## config.mk

```make
export PLATFORM = sky130hd
export DESIGN_NAME = dbrb_ctrl
export DESIGN_NICKNAME = d
export VERILOG_FILES = /design/src/hdl/dbrb_pkg.sv /design/src/hdl/dbrb_ctrl.sv
export SDC_FILE = /design/constraint.sdc
export NUM_CORES = 1
export LEC_CHECK = 0
export BUFFER_PORTS_ARGS = -buffer_cell sky130_fd_sc_hd__buf_4
export CORE_AREA = 2 2 39 41
export CTS_CLUSTER_DIAMETER = 40
export DETAILED_ROUTE_END_ITERATION = 12
export DIE_AREA = 0 0 41 43
export GPL_TIMING_DRIVEN = 0
export HOLD_SLACK_MARGIN = 0.08
export SETUP_SLACK_MARGIN = 0.5
export SYNTH_ARGS = -nofsm -noshare
export SYNTH_HDL_FRONTEND = slang
export SYNTH_SLANG_ARGS = --single-unit
```

## constraint.sdc

```tcl
create_clock -name i_clk -period 2.6 [get_ports i_clk]
set_clock_uncertainty 0.15 [all_clocks]
set_input_delay 0 -clock i_clk [delete_from_list [all_inputs] [get_ports i_clk]]
set_output_delay 0 -clock i_clk [all_outputs]
set_load 0.02 [all_outputs]
```

## src/hdl/dbrb_pkg.sv

```systemverilog
package dbrb_pkg;

    localparam int DEF_BLOCK_BYTES = 64;
    localparam int DEF_CHANNELS    = 4;
    localparam int DEF_ROWS        = 1024;

    localparam int IN_W  = 296;
    localparam int OUT_W = 264;

    localparam logic [2:0] OP_ACTIVATE = 3'd1;
    localparam logic [2:0] OP_COLUMN   = 3'd2;
    localparam logic [2:0] OP_OUTPUT   = 3'd3;
    localparam logic [2:0] OP_WRITE    = 3'd4;
    localparam logic [2:0] OP_DONE     = 3'd5;

    localparam logic [4:0] NO_OFFSET = 5'd16;

    typedef struct packed {
        logic clear;
        logic take;
        logic finish;
    } t_dp_cmd;

    typedef struct packed {
        logic clear_last;
    } t_dp_sts;

endpackage

```

## src/hdl/dbrb_ctrl.sv

```systemverilog
module dbrb_ctrl (
    input  logic             i_clk,
    input  logic             i_rst_n,
    input  logic             i_s_tvalid,
    output logic             o_s_tready,
    output logic             o_m_tvalid,
    input  logic             i_m_tready,
    input  dbrb_pkg::t_dp_sts i_sts,
    output dbrb_pkg::t_dp_cmd o_cmd
);
    import dbrb_pkg::*;

    typedef enum logic [1:0] {
        S_CLEAR,
        S_IDLE,
        S_RESP
    } t_state;

    t_state r_state, n_state;
    logic   r_ovalid, n_ovalid;
    logic   ready;

    always_comb begin
        n_state  = r_state;
        o_cmd    = '0;
        ready    = 1'b0;
        n_ovalid = r_ovalid && !i_m_tready;
        case (r_state)
            S_CLEAR: begin
                o_cmd.clear = 1'b1;
                if (i_sts.clear_last) begin
                    n_state = S_IDLE;
                end
            end
            S_IDLE: begin
                ready = !r_ovalid || i_m_tready;
                if (i_s_tvalid && ready) begin
                    o_cmd.take = 1'b1;
                    n_state    = S_RESP;
                end
            end
            S_RESP: begin
                o_cmd.finish = 1'b1;
                n_ovalid     = 1'b1;
                n_state      = S_IDLE;
            end
            default: begin
                n_state = S_CLEAR;
            end
        endcase
    end

    always_ff @(posedge i_clk) begin
        if (!i_rst_n) begin
            r_state  <= S_CLEAR;
            r_ovalid <= 1'b0;
        end else begin
            r_state  <= n_state;
            r_ovalid <= n_ovalid;
        end
    end

    assign o_s_tready = ready;
    assign o_m_tvalid = r_ovalid;
endmodule

```

==> flow_summary.json <==
{
  "status": "completed",
  "dp_slack_ns": 1.58,
  "drc": 0,
  "maxCapViolCount": 0,
  "critPathMaxStageDelay_ns": 0.54,
  "mostFrequentLayoutCells": "9 x buf_4, 4 x dlygate4sd3_1, 3 x nor2_1, 3 x clkbuf_4, 3 x dfxtp_1",
  "portBuffers": 9,
  "ys_seq_elements": 3,
  "drtAntennaViolNets": 0,
  "holdCritPathClass": "in2reg",
  "synth-adder-area-share_pct": 0,
  "post_drt_via_cell_ratio": 3.24,
  "synth_top_family_by_area": "simple AND/OR/NAND/NOR gates",
  "cp.required_ns": 2.63,
  "synth_nets": 21,
  "synth_top_cell_area_share_pct": 40.3,
  "wirelength_um": 354,
  "r2r_setup_slack_ns": 1.08,
  "crit_buf_inv": 3,
  "cts-htree-levels": 1,
  "die_area_um2": 1760,
  "grt_pass1_wl_um": 593,
  "grt_util_met1_pct": 3.51,
  "fin_nets": 39,
  "dp_hpwl_um": 248,
  "setup_viol": 0,
  "p_per_area_nw_per_um2": 550,
  "syn_area_um2": 149,
  "drt-wirelength-per-cell_um": 7.22,
  "root_buffer": "clkbuf_4",
  "hold_viol": 0,
  "fin_hold_ws_ns": 0.416,
  "n_antenna_cell": 0,
  "die_h_um": 43,
  "io_pins": 10,
  "grt_setup_unrepaired": "false",
  "synth_area_leader_cell": "dfxtp_1",
  "path_cells": "dlygate4sd3_1, buf_4, nand2b_1, a21oi_1, o21a_1, dlygate4sd3_1",
  "synth_xor_xnor_area_share_pct": 0,
  "via_count": 159,
  "crit_path_start_kind": "input pin",
  "worst_slack_ns": 0.999,
  "layout-drive-gt1-share_pct": 45.5,
  "place_congestion": 0.588,
  "synth.area.top_cells": "dfxtp_1 40%, nand2b_4 9.2%, nor2b_4 9.2%",
  "path_class": "in2reg",
  "worst-slew-pin-transition_ns": 0.178,
  "finalCritPeriodShare_pct": 61.6,
  "cts_resized": 0,
  "relSlewSlack_pct": 88.0,
  "total_power_w": 0.000166,
  "grt_use_total_pct": 5.81,
  "core_um2": 1380,
  "worst-path-max-fanout": 3,
  "crit_arrival_ns": 1.63,
  "peakVddDrop_mv": 0.118,
  "stdcell_area_um2": 303,
  "min_period_ns": 1.60,
  "ys_seq_area_share_pct": 40.3,
  "synth_compound_gate_area_share_pct": 13.4,
  "fin_tns_setup_ns": 0,
  "cts_tree": "built",
  "worst_path_most_repeated_cell": "dlygate4sd3_1",
  "cts_buffer_depth": 2,
  "crit_path_end_kind": "flip-flop",
  "cp_top_family": "buffers and inverters",
  "first_global_vias": 153,
  "synthDistinctLibCells": 11,
  "drt_iter0_drc": 3,
  "grt.overflow.total": 0,
  "final_common_cell": "buf_4",
  "syn_inst": 16,
  "initial_core_util_pct": 10.8,
  "grtUsageMet3_pct": 3.14,
  "postCtsSetupBuffers": 0,
  "clock-sinks": 3,
  "p_leak_nw": 0.152,
  "post_dp_cell_area_um2": 236,
  "top_usage_layer": "met2",
  "grt_use_met2_pct": 9.06,
  "synth.area.mux_share_pct": 0,
  "clock_latency_ns": 0.23,
  "cts.clk_slew.worst_paths_ns": 0.04,
  "num_rows": 14,
  "synth-simple-area-share_pct": 43.7,
  "slowest_stage": "dlygate4sd3_1",
  "antenna_found_initial": 0,
  "die_w_um": 41,
  "yosys_warnings": 0,
  "grt_max_degree": 5,
  "numCtsBuffers": 3,
  "first_pass_iters": 2,
  "area_growth_pct": 103,
  "drv_slew": 0,
  "avgSynthCellArea_um2": 9.31,
  "fmax_mhz": 625
}
-- through the flow --
| step | cells | utilization [%] |
|---|---|---|
| 6_report | 49 | 21.9 |
| 5_1_grt | 49 | 21.9 |
| 4_1_cts | 49 | 21.9 |
| 3_5_place_dp | 41 | 17.1 |
| 3_3_place_gp | 41 | 17.1 |
| 2_1_floorplan | 16 | - |
-- power by group --
part	internal [W]	leakage (nW)	switching [W]
sequential	0.0000486	0.0245	0.00000237
combinational	0.0000205	0.112	0.0000147
clock	0.0000574	0.0150	0.0000229
-- tightest hold or removal path, delay by kind of cell --
family	cells	cell delay [ns]
buffers and inverters	2	0.64
AND/OR/NAND/NOR	1	0.12
-- cells by family (layout without fill, tap and decap cells) --
group | after synthesis | count (layout)
AO/OA/AOI/OAI | 3 | 3
buffers and inverters | 1 | 18
flip-flops | 3 | 3
AND/OR/NAND/NOR | 9 | 9
-- cell type report --
| type | count | area (um^2) |
|---|---|---|
| timing repair buffer | 13 | 108 |
| fill | 155 | 1080 |
| tap | 16 | 20.0 |
| multi-input combinational | 12 | 85.1 |
| clock buffer | 4 | 26.3 |
| sequential | 3 | 60.1 |
| inverter | 1 | 3.75 |
-- path summary, 6_finish.rpt --
check | from | end | depth (start not counted)
min reg2reg | o_m_tvalid | o_m_tvalid | 2
max | i_m_tready | r_state[0] | 6
max reg2reg | r_state[1] | r_state[0] | 4
min | i_s_tvalid | r_state[1] | 3
-- layer usage --
layer  vias up  wire, um
met1        65       113
met2         7       210
met4         0        11
met3         2        19
met5         -         0
li1         85         -
-- registers in the layout, summed over array words and instances, names as in the netlist --
name	cells
r_state	2
o_m_tvalid	1
-- what timing repair did --
item | in CTS | in global routing
setup endpoints to repair | 0 | 0
hold buffers | 4 | 0
endpoints found under the hold margin | 3 | 0
-- cell usage after synthesis --
cell type  n
a21boi_0   1
and3_1     1
nor2_1     3
o21a_1     1
and2_2     1
inv_1      1
nand2b_4   1
nand2b_1   2
a21oi_1    1
nor2b_4    1
dfxtp_1    3
Note: power is estimated with default switching activity, not from simulation.
